$ cat config.mk
export PLATFORM = sky130hd
export DESIGN_NAME = lcd_line_mode_timing
export DESIGN_NICKNAME = d
export VERILOG_FILES = /design/src/rtl/lcdt_pkg.sv /design/src/rtl/lcdt_regs.sv /design/src/rtl/lcdt_core.sv /design/src/rtl/lcd_line_mode_timing.sv
export SDC_FILE = /design/constraint.sdc
export NUM_CORES = 1
export LEC_CHECK = 0
export CORE_ASPECT_RATIO = 1.75
export CORE_MARGIN = 1.5
export CORE_UTILIZATION = 40
export DETAILED_ROUTE_END_ITERATION = 8
export DONT_BUFFER_PORTS = 1
export GPL_ROUTABILITY_DRIVEN = 1
export MAX_ROUTING_LAYER = met4
export PLACE_DENSITY_LB_ADDON = 0.2
export REMOVE_ABC_BUFFERS = 1
export SYNTH_ARGS = -nofsm -noshare
export SYNTH_HDL_FRONTEND = slang
export SYNTH_SLANG_ARGS = --single-unit
$ cat constraint.sdc
create_clock -name clk_i -period 3.2 [get_ports clk_i]
set_input_delay 0.64 -clock clk_i [delete_from_list [all_inputs] [get_ports clk_i]]
set_output_delay 0.64 -clock clk_i [all_outputs]
set_load 0.005 [all_outputs]
$ cat src/rtl/lcdt_pkg.sv
package lcdt_pkg;

  // Fixed widths of the timing state and of the result fields.
  localparam int unsigned DOT_W   = 9;
  localparam int unsigned LINE_W  = 8;
  localparam int unsigned MODE_W  = 2;
  localparam int unsigned ENTRY_W = 6;

  // Line timing.
  localparam logic [DOT_W-1:0]   DOTS_PER_LINE    = 9'd456;
  localparam logic [DOT_W-1:0]   SEARCH_DOTS      = 9'd80;
  localparam logic [DOT_W-1:0]   TRANSFER_END_DOT = 9'd252;
  localparam logic [LINE_W:0]    TOTAL_LINES      = 9'd154;
  localparam logic [LINE_W-1:0]  VISIBLE_LINES    = 8'd144;
  localparam logic [ENTRY_W-1:0] SPRITE_ENTRIES   = 6'd40;

  // Display modes.
  localparam logic [MODE_W-1:0] MODE_HBLANK   = 2'd0;
  localparam logic [MODE_W-1:0] MODE_VBLANK   = 2'd1;
  localparam logic [MODE_W-1:0] MODE_SEARCH   = 2'd2;
  localparam logic [MODE_W-1:0] MODE_TRANSFER = 2'd3;

  // Configuration register indexes (byte address is four times the index).
  localparam int unsigned REG_IDX_W = 3;
  localparam logic [REG_IDX_W-1:0] REG_DISPLAY_ENABLE   = 3'd0;
  localparam logic [REG_IDX_W-1:0] REG_COMPARE_LINE     = 3'd1;
  localparam logic [REG_IDX_W-1:0] REG_COMPARE_IRQ_EN   = 3'd2;
  localparam logic [REG_IDX_W-1:0] REG_SEARCH_IRQ_EN    = 3'd3;
  localparam logic [REG_IDX_W-1:0] REG_HBLANK_IRQ_EN    = 3'd4;
  localparam logic [REG_IDX_W-1:0] REG_VBLANK_STAT_EN   = 3'd5;

  // Register contents as seen by the timing core.
  typedef struct packed {
    logic              display_enable;
    logic [LINE_W-1:0] compare_line;
    logic              compare_irq_enable;
    logic              search_irq_enable;
    logic              hblank_irq_enable;
    logic              vblank_stat_enable;
  } lcdt_cfg_t;

  // One result item.
  typedef struct packed {
    logic [MODE_W-1:0]  lcd_mode;
    logic [LINE_W-1:0]  line_number;
    logic               line_match;
    logic               search_strobe;
    logic [ENTRY_W-1:0] search_entry;
    logic               sort_request;
    logic               draw_strobe;
    logic [LINE_W-1:0]  drawn_line;
    logic               vblank_irq;
    logic               stat_irq;
  } lcdt_result_t;

endpackage

$ cat src/rtl/lcdt_regs.sv
module lcdt_regs
  import lcdt_pkg::*;
(
  input  logic        clk_i,
  input  logic        rst_ni,
  input  logic        psel,
  input  logic        penable,
  input  logic        pwrite,
  input  logic [4:0]  paddr,
  input  logic [31:0] pwdata,
  output logic [31:0] prdata,
  output logic        pready,
  output lcdt_cfg_t   cfg_o
);

  lcdt_cfg_t             cfg_q;
  logic                  wr_en;
  logic [REG_IDX_W-1:0]  idx;

  assign pready = 1'b1;
  assign wr_en  = psel && penable && pwrite;
  assign idx    = paddr[4:2];
  assign cfg_o  = cfg_q;

  // Register writes on the access cycle of a write transaction.
  always_ff @(posedge clk_i or negedge rst_ni) begin
    if (!rst_ni) begin
      cfg_q <= '0;
    end else if (wr_en) begin
      case (idx)
        REG_DISPLAY_ENABLE: cfg_q.display_enable     <= pwdata[0];
        REG_COMPARE_LINE:   cfg_q.compare_line       <= pwdata[LINE_W-1:0];
        REG_COMPARE_IRQ_EN: cfg_q.compare_irq_enable <= pwdata[0];
        REG_SEARCH_IRQ_EN:  cfg_q.search_irq_enable  <= pwdata[0];
        REG_HBLANK_IRQ_EN:  cfg_q.hblank_irq_enable  <= pwdata[0];
        REG_VBLANK_STAT_EN: cfg_q.vblank_stat_enable <= pwdata[0];
        default: ;
      endcase
    end
  end

  // Read data.
  always_comb begin
    prdata = '0;
    case (idx)
      REG_DISPLAY_ENABLE: prdata[0]          = cfg_q.display_enable;
      REG_COMPARE_LINE:   prdata[LINE_W-1:0] = cfg_q.compare_line;
      REG_COMPARE_IRQ_EN: prdata[0]          = cfg_q.compare_irq_enable;
      REG_SEARCH_IRQ_EN:  prdata[0]          = cfg_q.search_irq_enable;
      REG_HBLANK_IRQ_EN:  prdata[0]          = cfg_q.hblank_irq_enable;
      REG_VBLANK_STAT_EN: prdata[0]          = cfg_q.vblank_stat_enable;
      default:            prdata             = '0;
    endcase
  end

endmodule

$ cat src/rtl/lcdt_core.sv
module lcdt_core
  import lcdt_pkg::*;
(
  input  logic         clk_i,
  input  logic         rst_ni,
  input  logic         step_i,
  input  logic         tick_i,
  input  lcdt_cfg_t    cfg_i,
  output lcdt_result_t res_o
);

  logic [DOT_W-1:0]   dot_q, dot_d;
  logic [LINE_W-1:0]  line_q, line_d;
  logic [MODE_W-1:0]  mode_q, mode_d;
  logic [ENTRY_W-1:0] sidx_q, sidx_d;
  logic               match_q, match_d;

  logic               adv;
  logic [DOT_W-1:0]   dot_inc;
  logic [LINE_W:0]    line_inc;
  logic               entry_irq;

  assign adv = tick_i && cfg_i.display_enable;

  // Next timing state and the strobes of this tick.
  always_comb begin
    dot_d     = dot_q;
    line_d    = line_q;
    mode_d    = mode_q;
    sidx_d    = sidx_q;
    match_d   = match_q;
    entry_irq = 1'b0;
    dot_inc   = dot_q + 9'd1;
    line_inc  = {1'b0, line_q} + 9'd1;
    res_o     = '0;

    if (adv) begin
      // Mode by position within a visible line.
      if (line_q < VISIBLE_LINES) begin
        if (dot_q < SEARCH_DOTS) begin
          mode_d = MODE_SEARCH;
          if (dot_q[0]) begin
            if (sidx_q < SPRITE_ENTRIES) begin
              res_o.search_strobe = 1'b1;
              res_o.search_entry  = sidx_q;
              sidx_d              = sidx_q + 6'd1;
            end
            if (sidx_d >= SPRITE_ENTRIES) begin
              res_o.sort_request = 1'b1;
            end
          end
        end else if (dot_q < TRANSFER_END_DOT) begin
          mode_d = MODE_TRANSFER;
        end else begin
          mode_d = MODE_HBLANK;
        end
      end

      // End of line: advance the line and re-check the compare.
      dot_d = dot_inc;
      if (dot_inc >= DOTS_PER_LINE) begin
        dot_d = '0;
        if (line_q < VISIBLE_LINES) begin
          res_o.draw_strobe = 1'b1;
          res_o.drawn_line  = line_q;
        end
        line_d = (line_inc >= TOTAL_LINES) ? '0 : line_inc[LINE_W-1:0];
        match_d = (line_d == cfg_i.compare_line);
        if (match_d && cfg_i.compare_irq_enable) begin
          res_o.stat_irq = 1'b1;
        end
        if (line_d == VISIBLE_LINES) begin
          res_o.vblank_irq = 1'b1;
          mode_d           = MODE_VBLANK;
          entry_irq        = cfg_i.vblank_stat_enable;
        end
      end

      // Mode entry interrupts only on an actual mode change.
      if (mode_d != mode_q) begin
        if (mode_d == MODE_SEARCH) begin
          entry_irq = entry_irq || cfg_i.search_irq_enable;
          sidx_d    = '0;
        end else if (mode_d == MODE_HBLANK) begin
          entry_irq = entry_irq || cfg_i.hblank_irq_enable;
        end
        if (entry_irq) begin
          res_o.stat_irq = 1'b1;
        end
      end
    end

    res_o.lcd_mode    = mode_d;
    res_o.line_number = line_d;
    res_o.line_match  = match_d;
  end

  // Timing state advances only when an item is processed.
  always_ff @(posedge clk_i or negedge rst_ni) begin
    if (!rst_ni) begin
      dot_q   <= '0;
      line_q  <= '0;
      mode_q  <= MODE_HBLANK;
      sidx_q  <= '0;
      match_q <= 1'b0;
    end else if (step_i) begin
      dot_q   <= dot_d;
      line_q  <= line_d;
      mode_q  <= mode_d;
      sidx_q  <= sidx_d;
      match_q <= match_d;
    end
  end

  // A sprite entry is only examined during sprite search.
  assert property (@(posedge clk_i) disable iff (!rst_ni)
    res_o.search_strobe |-> (res_o.lcd_mode == MODE_SEARCH))
    else $error("search strobe outside sprite search");

  // Vertical blank request comes with the first invisible line.
  assert property (@(posedge clk_i) disable iff (!rst_ni)
    res_o.vblank_irq |-> (res_o.lcd_mode == MODE_VBLANK &&
                          res_o.line_number == VISIBLE_LINES))
    else $error("vblank request without vblank entry");

  // The line counter stays inside the frame.
  assert property (@(posedge clk_i) disable iff (!rst_ni)
    {1'b0, line_q} < TOTAL_LINES)
    else $error("line counter beyond frame");

  // A frozen tick changes no state.
  assert property (@(posedge clk_i) disable iff (!rst_ni)
    (step_i && !adv) |=> ($stable(dot_q) && $stable(line_q) && $stable(mode_q)))
    else $error("timing moved on an idle tick");

endmodule

$ cat src/rtl/lcd_line_mode_timing.sv
// LCD line and mode timing controller.
// Each transaction on the slave stream is one dot tick (tdata bit 0). While
// display_enable is set, a tick of 1 advances the dot and line counters; a
// tick of 0, or a disabled display, only reports the current status.
// Every input transaction produces exactly one result transaction on the
// master stream carrying mode, line, compare flag, sprite search and sort
// strobes, draw strobe and the vblank and status interrupt requests.
// An accepted input is held in the input register, processed by the timing
// core and captured in the result register, which offers it downstream.
// Throughput: one item per cycle while the receiver accepts results; the
// timing core updates its state as each item enters the result register.
// When the receiver stalls the result register holds, the input register
// takes one more item, and then s_axis_tready_o drops until space frees.
// Reset clears all counters to line 0, dot 0, hblank, and clears every
// configuration register, so the display starts disabled. The user must
// write registers at APB byte address 4*index only while idle, unenforced.
module lcd_line_mode_timing
  import lcdt_pkg::*;
(
  input  logic        clk_i,
  input  logic        rst_ni,
  // Fields: dot_tick [0], zero fill [7:1].
  input  logic        s_axis_tvalid_i,
  output logic        s_axis_tready_o,
  input  logic [7:0]  s_axis_tdata_i,
  // Fields: lcd_mode [1:0], line_number [9:2], line_match [10],
  // search_strobe [11], search_entry [17:12], sort_request [18],
  // draw_strobe [19], drawn_line [27:20], vblank_irq [28], stat_irq [29],
  // zero fill [31:30].
  output logic        m_axis_tvalid_o,
  input  logic        m_axis_tready_i,
  output logic [31:0] m_axis_tdata_o,
  input  logic        psel,
  input  logic        penable,
  input  logic        pwrite,
  input  logic [4:0]  paddr,
  input  logic [31:0] pwdata,
  output logic [31:0] prdata,
  output logic        pready
);

  lcdt_cfg_t    cfg;
  lcdt_result_t res;
  lcdt_result_t out_q;
  logic         in_valid_q;
  logic         in_tick_q;
  logic         out_valid_q;
  logic         fire;
  logic         in_take;

  lcdt_regs u_regs (
    .clk_i   (clk_i),
    .rst_ni  (rst_ni),
    .psel    (psel),
    .penable (penable),
    .pwrite  (pwrite),
    .paddr   (paddr),
    .pwdata  (pwdata),
    .prdata  (prdata),
    .pready  (pready),
    .cfg_o   (cfg)
  );

  lcdt_core u_core (
    .clk_i  (clk_i),
    .rst_ni (rst_ni),
    .step_i (fire),
    .tick_i (in_tick_q),
    .cfg_i  (cfg),
    .res_o  (res)
  );

  // Process the held tick whenever the result register is free or draining.
  assign fire            = in_valid_q && (!out_valid_q || m_axis_tready_i);
  assign s_axis_tready_o = !in_valid_q || fire;
  assign in_take         = s_axis_tvalid_i && s_axis_tready_o;

  // Valid flags of the input and result registers.
  always_ff @(posedge clk_i or negedge rst_ni) begin
    if (!rst_ni) begin
      in_valid_q  <= 1'b0;
      out_valid_q <= 1'b0;
    end else begin
      if (in_take) begin
        in_valid_q <= 1'b1;
      end else if (fire) begin
        in_valid_q <= 1'b0;
      end
      if (fire) begin
        out_valid_q <= 1'b1;
      end else if (m_axis_tready_i) begin
        out_valid_q <= 1'b0;
      end
    end
  end

  // Payload registers.
  always_ff @(posedge clk_i) begin
    if (in_take) begin
      in_tick_q <= s_axis_tdata_i[0];
    end
    if (fire) begin
      out_q <= res;
    end
  end

  assign m_axis_tvalid_o = out_valid_q;
  assign m_axis_tdata_o  = {2'b00,
                            out_q.stat_irq,
                            out_q.vblank_irq,
                            out_q.drawn_line,
                            out_q.draw_strobe,
                            out_q.sort_request,
                            out_q.search_entry,
                            out_q.search_strobe,
                            out_q.line_match,
                            out_q.line_number,
                            out_q.lcd_mode};

endmodule
==> flow_metrics.env, run 1 <==
export IMPL_power_leakage_nw=1.84
export IMPL_synth_top_area_share_pct=24.0
export IMPL_core_area_um2=10400
export IMPL_dr_total_vias=3268
export IMPL_cts_hold_buf=1
export IMPL_met1_length_um=3900
export IMPL_synth_main_ff_cell="dfrtp_1"
export IMPL_firstDrtPassIters=4
export IMPL_antenna_cells=0
export IMPL_die_width_um=81.1
export IMPL_clock_tree_root_cell="clkbuf_16"
export IMPL_critPathRequiredTime_ns=3.44
export IMPL_netlist_instances=434
export IMPL_power_density_nw_per_um2=535
export IMPL_first_global_vias=3167
export IMPL_number_of_antenna_violations_at_the_first_check_in_global_routing=0
export IMPL_worstPathCellList="ha_1, nand3_2, or3_4, a211oi_4, nand3_2, nor4_2, nand3_1, o31ai_1"
export IMPL_clkLatencyLatePin_ns=0.34
export IMPL_clock_tree_buffer_depth=2
export IMPL_run_status="completed"
export IMPL_fin_crit_sh_pct=85.6
export IMPL_drt_wl_total_um=9540
export IMPL_worstHoldPathType="in -> async"
export IMPL_startpoint_of_the_worst_register_to_register_path="u_core.dot_q[1]$_DFFE_PN0P_"
export IMPL_post_drt_via_cell_ratio=5.71
export IMPL_max_cap_viol_count=0
export IMPL_final_antenna_net_count=0
export IMPL_post_route_min_period_ns=2.74
export IMPL_timing_reg2reg_worst_path_depth=8
export IMPL_wl_met2_um=5000
export IMPL_synthDominantAreaCellType="dfrtp_1"
export IMPL_setup_worst_path_start_class="register"
export IMPL_synth_edff_count=31
export IMPL_placement_io_buffers=0
export IMPL_cp_max_fo=12
export IMPL_floorplan_rows=49
export IMPL_critical_path_startpoint="u_core.dot_q[1]$_DFFE_PN0P_"
export IMPL_netlist_cell_types=62
export IMPL_avgSynthCellArea_um2=9.84
export IMPL_layout_core_utilization_pct=44.9
export IMPL_type_of_the_worst_setup_path="reg -> reg"
export IMPL_crit_slowest_cell="nor4_2"
export IMPL_nNetsFinal=497
export IMPL_fmaxAchievable_ghz=0.365
export IMPL_path_common_cell="nand3_2"
export IMPL_endpoint_kind="register"
export IMPL_seq_area_frac_synth_pct=45.8
export IMPL_pin_count=119
export IMPL_final_fill_count=996
export IMPL_area_growth_synth_to_final_pct=8.85
export IMPL_worst_slew_pin_transition_ns=0.664
export IMPL_cts_post_setup_buffers_inserted=0
export IMPL_unrepaired_setup_endpoints_after_global_routing="no"
export IMPL_initial_core_util_pct=41.2
export IMPL_cts_htree_levels=3
export IMPL_worst_ep_arrival_time_ns=2.98
export IMPL_tritoncts_clock_tree="built"
export IMPL_stdcell_area_um2=4650
export IMPL_gp_congestion=0.825
export IMPL_grt_start_max_net_pins=42
export IMPL_synth_area_leaders="dfrtp_1 24%, edfxtp_1 22%, mux2_2 5.0%"
export IMPL_synthesis_yosys_warnings=0
export IMPL_hpwl_um=6820
export IMPL_dpl_cell_area_um2=4360
export IMPL_fin_worst_skew_ns=0.00607
export IMPL_critPathMaxStageDelay_ns=0.45
export IMPL_drive_above_1_share_pct=13.7
export IMPL_die_h_um=140
export IMPL_tritoncts_num_buffers=9
export IMPL_slew_hr_pct=55.6
export IMPL_grt_pass1_wl_um=16100
export IMPL_drcViolationCount=0
export IMPL_grt_overflow=0
export IMPL_fin_setup_tns_ns=0
export IMPL_finalSetupViolations=0
export IMPL_design_die_area_um2=11300
export IMPL_met3_wirelength_um=422
export IMPL_finalHoldViolations=0
export IMPL_peak_vdd_ir_mv=0.297
export IMPL_cts_repair_resized=0
export IMPL_async_reset_ff_share_pct=56.9
export IMPL_postSynthRegisterBits=72
export IMPL_routed_wire_length_per_instance_um=16.7
export IMPL_cts_num_sinks=72
export IMPL_drt_iter0_markers=201
export IMPL_finalHoldWorstSlack_ns=0.119
export IMPL_timing_final_max_slew_violations=0
export IMPL_syn_area_um2=4270
export IMPL_uppermost_metal_layer_occupied_by_signal_nets="met4"
export IMPL_grt_usage_pct=19.0
export IMPL_worst_setup_hold_path_clk_slew_ns=0.06
==> per-stage QoR <==
| step | setup WS (ns) | cells | power (mW) |
|---|---|---|---|
| 6_report | 0.460 | 572 | 2.49 |
| 4_1_cts | 0.442 | 572 | 2.52 |
| 3_3_place_gp | 0.506 | 555 | 1.58 |
| 3_5_place_dp | 0.466 | 555 | 1.59 |
| 2_1_floorplan | 0.526 | 413 | 1.47 |
| 5_1_grt | 0.214 | 572 | 2.63 |
==> sequential cells by signal (all words and copies together), names as in the netlist <==
register and count:
in_tick_q 1, in_valid_q 1, m_axis_tdata_o 30, m_axis_tvalid_o 1
u_core.dot_q 9, u_core.line_q 8, u_core.match_q 1, u_core.mode_q 2
u_core.sidx_q 6, u_regs.cfg_o 13
==> cell usage in the layout (no fill, tap or decap), types with 4 or more instances in the layout <==
| cell type | count |
|---|---|
| a31oi_1 | 8 |
| nand4_1 | 4 |
| and2_1 | 22 |
| a22o_1 | 5 |
| dfrtp_1 | 41 |
| a211oi_1 | 4 |
| edfxtp_1 | 31 |
| clkbuf_16 | 9 |
| and4_1 | 6 |
| ha_1 | 5 |
| o21ai_1 | 6 |
| o31ai_1 | 6 |
| o21ai_0 | 28 |
| nor3_1 | 10 |
| and3_1 | 7 |
| nand2b_1 | 10 |
| nor2_1 | 22 |
| nor2b_1 | 5 |
| o22ai_1 | 6 |
| nand2_1 | 42 |
| nand3_1 | 11 |
| o2bb2ai_1 | 4 |
| a21oi_1 | 13 |
| buf_4 | 15 |
| mux2_2 | 19 |
| inv_1 | 13 |
| xnor2_1 | 7 |
| conb_1 | 27 |
==> path summary, 6_finish.rpt <==
check / slack, ns / endpoint
max in group asynchronous: 2.84 / u_core.line_q[2]$_DFFE_PN0P_
hold / removal: 0.12 / u_core.line_q[5]$_DFFE_PN0P_
setup reg to reg: 0.46 / u_core.match_q$_DFFE_PN0P_
hold reg to reg: 0.50 / m_axis_tvalid_o$_DFFE_PN0P_
min in group clk_i: 0.40 / in_tick_q$_DFFE_PP_
setup / recovery: 0.46 / u_core.match_q$_DFFE_PN0P_
==> Yosys cell counts, types with 10 or more instances <==
cell,number
nand2_1,42
dfrtp_1,41
edfxtp_1,31
o21ai_0,28
buf_4,27
and2_1,22
nor2_1,22
mux2_2,19
clkbuf_1,14
a21oi_1,13
inv_1,13
nand3_1,11
nand2b_1,10
nor3_1,10
==> logic make-up (layout without fill, tap and decap cells) <==
family,Yosys count,count (layout),synth area share [%]
buffers and inverters,59,45,7.71
adders and majority gates,5,5,1.46
xor gates and xnor gates,9,9,2.02
DFF,72,72,45.8
and+or+nand+nor,160,160,20.3
muxes,22,22,5.74
AOI/OAI and AO/OA,105,105,16.8
other,2,27,0.176
==> routing by layer <==
layer,GRT usage [%],vias up
met1,22.1,1586
met3,3.87,18
met2,30.7,118
met5,-,-
li1,-,1546
met4,8.80,0
==> worst max-delay path: cells and delay by family (launching register included) <==
family          cells  cell delay [ns]
compound gates      2             0.52
simple gates        5             1.39
fa+ha+maj           1             0.29
flops               1             0.43
==> layout make-up <==
| cell class | instances | area, um2 | share of cell area (%) |
|---|---|---|---|
| inverter | 13 | 48.8 | 1.05 |
| multi-input combinational | 328 | 2080 | 44.7 |
| tap | 127 | 159 | 3.42 |
| clock buffer | 10 | 229 | 4.93 |
| sequential | 72 | 1960 | 42.1 |
| timing repair buffer | 16 | 140 | 3.01 |
| clock inverter | 6 | 36.3 | 0.781 |
==> power by group <==
group | switching, mW | total [mW] | internal [mW]
registers | 0.122 | 1.20 | 1.08
clock network | 0.385 | 0.904 | 0.519
logic | 0.222 | 0.381 | 0.158
total | 0.729 | 2.49 | 1.76
Power figures use the tool's default switching activity.
==> run 2, diff against run 1 <==
==> constraint.sdc (replaced) <==
create_clock -name clk_i -period 3.5 [get_ports clk_i]
set_input_delay 0.7 -clock clk_i [delete_from_list [all_inputs] [get_ports clk_i]]
set_output_delay 0.7 -clock clk_i [all_outputs]
set_load 0.005 [all_outputs]
==> flow_metrics.env, run 2 (synthesized netlist as in run 1, its figures left out) <==
export IMPL_run_status="completed"
export IMPL_first_global_vias=3087
export IMPL_fin_setup_tns_ns=0
export IMPL_endpoint_kind="register"
export IMPL_die_width_um=81.1
export IMPL_die_h_um=140
export IMPL_antenna_cells=0
export IMPL_design_die_area_um2=11300
export IMPL_worstHoldPathType="in -> async"
export IMPL_layout_cells_non_filler=563
export IMPL_cts_htree_levels=3
export IMPL_drcViolationCount=0
export IMPL_gp_congestion=0.850
export IMPL_drt_iter0_markers=144
export IMPL_grt_pass1_wl_um=16000
export IMPL_fin_total_pwr_mw=2.35
export IMPL_finalSetupViolations=0
export IMPL_timing_final_max_slew_violations=0
export IMPL_worst_setup_hold_path_clk_slew_ns=0.06
export IMPL_grt_overflow=0
export IMPL_cp_max_fo=14
export IMPL_core_area_um2=10400
export IMPL_peak_vdd_ir_mv=0.281
export IMPL_nNetsFinal=488
export IMPL_post_drt_via_cell_ratio=5.59
export IMPL_number_of_antenna_violations_at_the_first_check_in_global_routing=0
export IMPL_uppermost_metal_layer_occupied_by_signal_nets="met4"
export IMPL_unrepaired_setup_endpoints_after_global_routing="no"
export IMPL_clkLatencyLatePin_ns=0.34
export IMPL_type_of_the_worst_setup_path="reg -> reg"
export IMPL_drive_above_1_share_pct=12.4
export IMPL_power_leakage_nw=1.81
export IMPL_floorplan_rows=49
export IMPL_tritoncts_clock_tree="built"
export IMPL_fin_worst_skew_ns=0.00450
export IMPL_pin_count=119
export IMPL_fin_crit_sh_pct=86.4
export IMPL_clock_tree_root_cell="clkbuf_16"
export IMPL_final_fill_count=987
export IMPL_drt_wl_total_um=9320
export IMPL_cts_hold_buf=0
export IMPL_grt_usage_pct=18.8
export IMPL_grt_start_max_net_pins=42
export IMPL_max_reg_flops=30
export IMPL_hpwl_um=6650
export IMPL_layout_commonest_cell="nand2_1"
export IMPL_placement_io_buffers=0
export IMPL_wl_met2_um=4890
export IMPL_final_antenna_net_count=0
export IMPL_tritoncts_num_buffers=9
export IMPL_initial_core_util_pct=41.2
export IMPL_met1_length_um=3860
export IMPL_post_route_min_period_ns=3.03
export IMPL_firstDrtPassIters=4
export IMPL_max_cap_viol_count=0
export IMPL_dr_total_vias=3145
export IMPL_placedCellCount=547
export IMPL_clock_tree_buffer_depth=2
export IMPL_cts_repair_resized=0
export IMPL_routed_wire_length_per_instance_um=16.5
export IMPL_worst_slew_pin_transition_ns=0.660
export IMPL_slew_hr_pct=55.9
export IMPL_cts_post_setup_buffers_inserted=0
export IMPL_fmaxAchievable_ghz=0.331
export IMPL_finalHoldViolations=0
export IMPL_cts_num_sinks=72
export IMPL_critPathRequiredTime_ns=3.57
export IMPL_setup_worst_path_start_class="register"
export IMPL_worst_ep_arrival_time_ns=3.10
export IMPL_area_growth_synth_to_final_pct=7.56
export IMPL_met3_wirelength_um=400
export IMPL_power_density_nw_per_um2=512
export IMPL_mostFrequentLayoutCells="42 x nand2_1, 41 x dfrtp_1, 31 x edfxtp_1"
## run 2: per-stage QoR
stage | hold slack, ns | util, % | setup WS (ns) | area (um2)
after floorplan | 0.404 | - | 0.766 | 4080
after global placement | 0.405 | 41.5 | 0.433 | 4300
after detailed placement | 0.405 | 41.5 | 0.493 | 4300
after CTS | 0.0467 | 44.3 | 0.497 | 4590
after global routing | 0.0417 | 44.3 | 0.157 | 4590
final | 0.0536 | 44.3 | 0.474 | 4590
## run 2: routing by layer
metal | up-vias | GRT usage [%]
li1 | 1522 | -
met1 | 1512 | 22.6
met2 | 99 | 30.4
met3 | 12 | 4.33
met4 | 0 | 6.81
met5 | - | -
## run 2: report_power, final
group          switching [mW]  total (mW)  internal (mW)  leakage [nW]
clock                   0.363       0.914          0.551         0.141
combinational           0.194       0.336          0.142         0.825
sequential              0.110        1.10          0.990         0.844
total                   0.667        2.35           1.68          1.81
## run 2: cell type report
class	instances	area (um2)	share of cell area, %
multi-input combinational	328	2080	45.2
sequential	72	1960	42.6
clock buffer	9	225	4.90
tap	127	159	3.46
clock inverter	7	72.6	1.58
timing repair buffer	7	52.6	1.14
inverter	13	48.8	1.06
## run 2: path summary, 6_finish.rpt
path,startpoint,end,slack [ns],cells past startpoint
setup reg to reg,u_core.line_q[1]$_DFFE_PN0P_,m_axis_tdata_o[10]$_DFFE_PP_,0.47,8
max in group asynchronous,rst_ni,u_core.dot_q[4]$_DFFE_PN0P_,3.36,0
hold reg to reg,in_valid_q$_DFFE_PN0P_,m_axis_tvalid_o$_DFFE_PN0P_,0.50,1
hold / removal,rst_ni,u_core.line_q[3]$_DFFE_PN0P_,0.05,0
min in group clk_i,s_axis_tdata_i[0],in_tick_q$_DFFE_PP_,0.46,0
setup / recovery,u_core.line_q[1]$_DFFE_PN0P_,m_axis_tdata_o[10]$_DFFE_PP_,0.47,8
## run 2: worst max-delay path, cell delays in order, from the launching register on
cell and delay (ns):
dfrtp_1 0.53, ha_1 0.53, xnor2_1 0.21, a2bb2oi_1 0.21, a22oi_2 0.14, o21ai_2 0.39, mux2_2 0.39, o32ai_1 0.23
o21ai_1 0.13
==> run 3, diff against run 2 <==
--- a/config.mk
+++ b/config.mk
@@ -7,7 +7,7 @@
 export LEC_CHECK = 0
 export CORE_ASPECT_RATIO = 1.75
 export CORE_MARGIN = 1.5
-export CORE_UTILIZATION = 40
+export CORE_UTILIZATION = 55
 export DETAILED_ROUTE_END_ITERATION = 8
 export DONT_BUFFER_PORTS = 1
 export GPL_ROUTABILITY_DRIVEN = 1
@@ -16,4 +16,5 @@
 export REMOVE_ABC_BUFFERS = 1
 export SYNTH_ARGS = -nofsm -noshare
 export SYNTH_HDL_FRONTEND = slang
+export SYNTH_HIERARCHICAL = 1
 export SYNTH_SLANG_ARGS = --single-unit
==> flow_metrics.env, run 3 <==
export IMPL_clock_tree_root_cell="clkbuf_16"
export IMPL_type_of_the_worst_setup_path="reg -> reg"
export IMPL_placement_io_buffers=0
export IMPL_grt_overflow=0
export IMPL_routed_wire_length_per_instance_um=17.7
export IMPL_design_die_area_um2=8610
export IMPL_synth_main_ff_cell="dfrtp_1"
export IMPL_die_width_um=70.8
export IMPL_ys_top_cells_by_count="41 x dfrtp_1, 34 x o21ai_0, 31 x edfxtp_1"
export IMPL_syn_area_um2=4420
export IMPL_avgSynthCellArea_um2=10.3
export IMPL_floorplan_rows=43
export IMPL_grt_start_max_net_pins=44
export IMPL_slew_hr_pct=45.1
export IMPL_cts_htree_levels=3
export IMPL_max_cap_viol_count=0
export IMPL_cp_max_fo=7
export IMPL_layout_commonest_cell="dfrtp_1"
export IMPL_seq_area_frac_synth_pct=44.2
export IMPL_cts_repair_resized=0
export IMPL_power_density_nw_per_um2=523
export IMPL_drt_wl_total_um=9230
export IMPL_finalHoldWorstSlack_ns=0.0626
export IMPL_tritoncts_clock_tree="built"
export IMPL_postSynthRegisterBits=72
export IMPL_run_status="completed"
export IMPL_cts_hold_buf=0
export IMPL_drive_above_1_share_pct=16.9
export IMPL_cts_num_sinks=72
export IMPL_peak_vdd_ir_mv=0.292
export IMPL_synthesis_yosys_warnings=6
export IMPL_antenna_cells=0
export IMPL_core_area_um2=7860
export IMPL_setup_worst_path_start_class="register"
export IMPL_grt_pass1_wl_um=14900
export IMPL_endpoint_kind="register"
export IMPL_crit_slowest_cell="or4_4"
export IMPL_fin_worst_skew_ns=0.00628
export IMPL_die_h_um=122
export IMPL_pin_count=119
export IMPL_async_reset_ff_share_pct=56.9
export IMPL_critPathRequiredTime_ns=3.57
export IMPL_grt_usage_pct=22.6
export IMPL_area_growth_synth_to_final_pct=6.36
export IMPL_synth_edff_count=31
export IMPL_synth_area_leaders="dfrtp_1 23%, edfxtp_1 21%, buf_4 4.8%"
export IMPL_firstDrtPassIters=5
export IMPL_final_antenna_net_count=0
export IMPL_worstHoldPathType="in -> async"
export IMPL_clkLatencyLatePin_ns=0.33
export IMPL_timing_final_max_slew_violations=0
export IMPL_worstPathCellList="ha_1, nand3_1, nor3_1, or4_4, o21a_4, or2_1, buf_4, nor4b_4, o221ai_1, a22o_1"
export IMPL_post_route_min_period_ns=3.16
export IMPL_first_global_vias=3032
export IMPL_initial_core_util_pct=56.3
export IMPL_clock_tree_buffer_depth=2
export IMPL_power_leakage_nw=1.96
export IMPL_yosysMostFrequentCell="dfrtp_1"
export IMPL_dp_slack_ns=0.374
export IMPL_max_reg_flops=30
export IMPL_fin_crit_sh_pct=90.3
export IMPL_worst_path_buf_inv=1
export IMPL_worst_slack_ns=0.339
export IMPL_gp_congestion=0.903
export IMPL_number_of_antenna_violations_at_the_first_check_in_global_routing=0
export IMPL_worst_slew_pin_transition_ns=0.820
export IMPL_worst_ep_arrival_time_ns=3.23
export IMPL_unrepaired_setup_endpoints_after_global_routing="no"
export IMPL_final_fill_count=675
export IMPL_fin_setup_tns_ns=0
export IMPL_hpwl_um=6670
export IMPL_synthDominantAreaCellType="dfrtp_1"
export IMPL_synth_top_area_share_pct=23.2
export IMPL_dr_total_vias=3203
export IMPL_timing_reg2reg_worst_path_depth=10
export IMPL_worst_path_stages=10
export IMPL_netlist_cell_types=72
export IMPL_mostFrequentLayoutCells="41 x dfrtp_1, 34 x o21ai_0, 31 x edfxtp_1"
export IMPL_drt_iter0_markers=261
export IMPL_timing_critical_path_max_delay_family="simple AND/OR/NAND/NOR gates"
export IMPL_post_drt_via_cell_ratio=6.14
export IMPL_cts_post_setup_buffers_inserted=0
export IMPL_tritoncts_num_buffers=9
export IMPL_critPathMaxStageDelay_ns=0.56
export IMPL_drcViolationCount=0
export IMPL_finalSetupViolations=0
export IMPL_worst_setup_hold_path_clk_slew_ns=0.06
export IMPL_netlist_instances=430
export IMPL_finalHoldViolations=0
export IMPL_fmaxAchievable_ghz=0.316
export IMPL_nNetsFinal=485
[run 3: changes by cell type after synthesis, sizes merged, moves of 5 or more]
cell / change
and3: +8
buf: +8
nand2: -12
nor3: +5
o22ai: -6
[run 3: worst paths after layout]
kind | from | endpoint | slack, ns
max reg2reg | u_core/line_q[0]$_DFFE_PN0P_ | m_axis_tdata_o[29]$_DFFE_PP_ | 0.34
min | rst_ni | u_core/line_q[0]$_DFFE_PN0P_ | 0.06
min reg2reg | u_core/dot_q[4]$_DFFE_PN0P_ | u_core/dot_q[4]$_DFFE_PN0P_ | 0.53
max | u_core/line_q[0]$_DFFE_PN0P_ | m_axis_tdata_o[29]$_DFFE_PP_ | 0.34
max in group asynchronous | rst_ni | u_core/line_q[6]$_DFFE_PN0P_ | 3.33
min in group clk_i | s_axis_tdata_i[0] | in_tick_q$_DFFE_PP_ | 0.47
[run 3: layer usage]
layer / part of all wire, % / track usage [%]
met5: 0 / -
met4: 3.1 / 10.3
met3: 3.9 / 4.96
met2: 56 / 40.7
met1: 37 / 23.2
[run 3: report_power, final]
part           internal, mW  switching [mW]
clock                 0.693           0.333
sequential            0.982           0.115
combinational         0.153           0.182
total                  1.83           0.631
[run 3: through the flow]
step           util [%]  instance area, um2  cells  power [mW]
2_1_floorplan         -                4140    401        1.33
3_3_place_gp       55.6                4370    506        1.43
3_5_place_dp       55.6                4370    506        1.45
4_1_cts            59.9                4700    522        2.48
5_1_grt            59.9                4700    522        2.57
6_report           59.9                4700    522        2.46
[run 3: layout make-up]
| type | instances | area (um2) | area share [%] |
|---|---|---|---|
| Clock buffer | 10 | 229 | 4.87 |
| Clock inverter | 6 | 108 | 2.29 |
| Inverter | 9 | 33.8 | 0.718 |
| Multi-Input combinational cell | 320 | 2150 | 45.7 |
| Sequential cell | 72 | 1960 | 41.6 |
| Tap cell | 90 | 113 | 2.39 |
| Timing Repair Buffer | 15 | 113 | 2.39 |
[run 3: logic make-up (layout without fill, tap and decap cells)]
logic type | Yosys count | in the layout | share of synthesized area [%]
and+or+nand+nor | 159 | 159 | 21.5
AOI/OAI and AO/OA | 92 | 92 | 14.0
DFF | 72 | 72 | 44.2
buffers and inverters | 62 | 40 | 9.17
muxes | 26 | 26 | 7.16
xor gates and xnor gates | 10 | 10 | 1.98
adders and majority gates | 6 | 6 | 1.70
other | 3 | 27 | 0.255
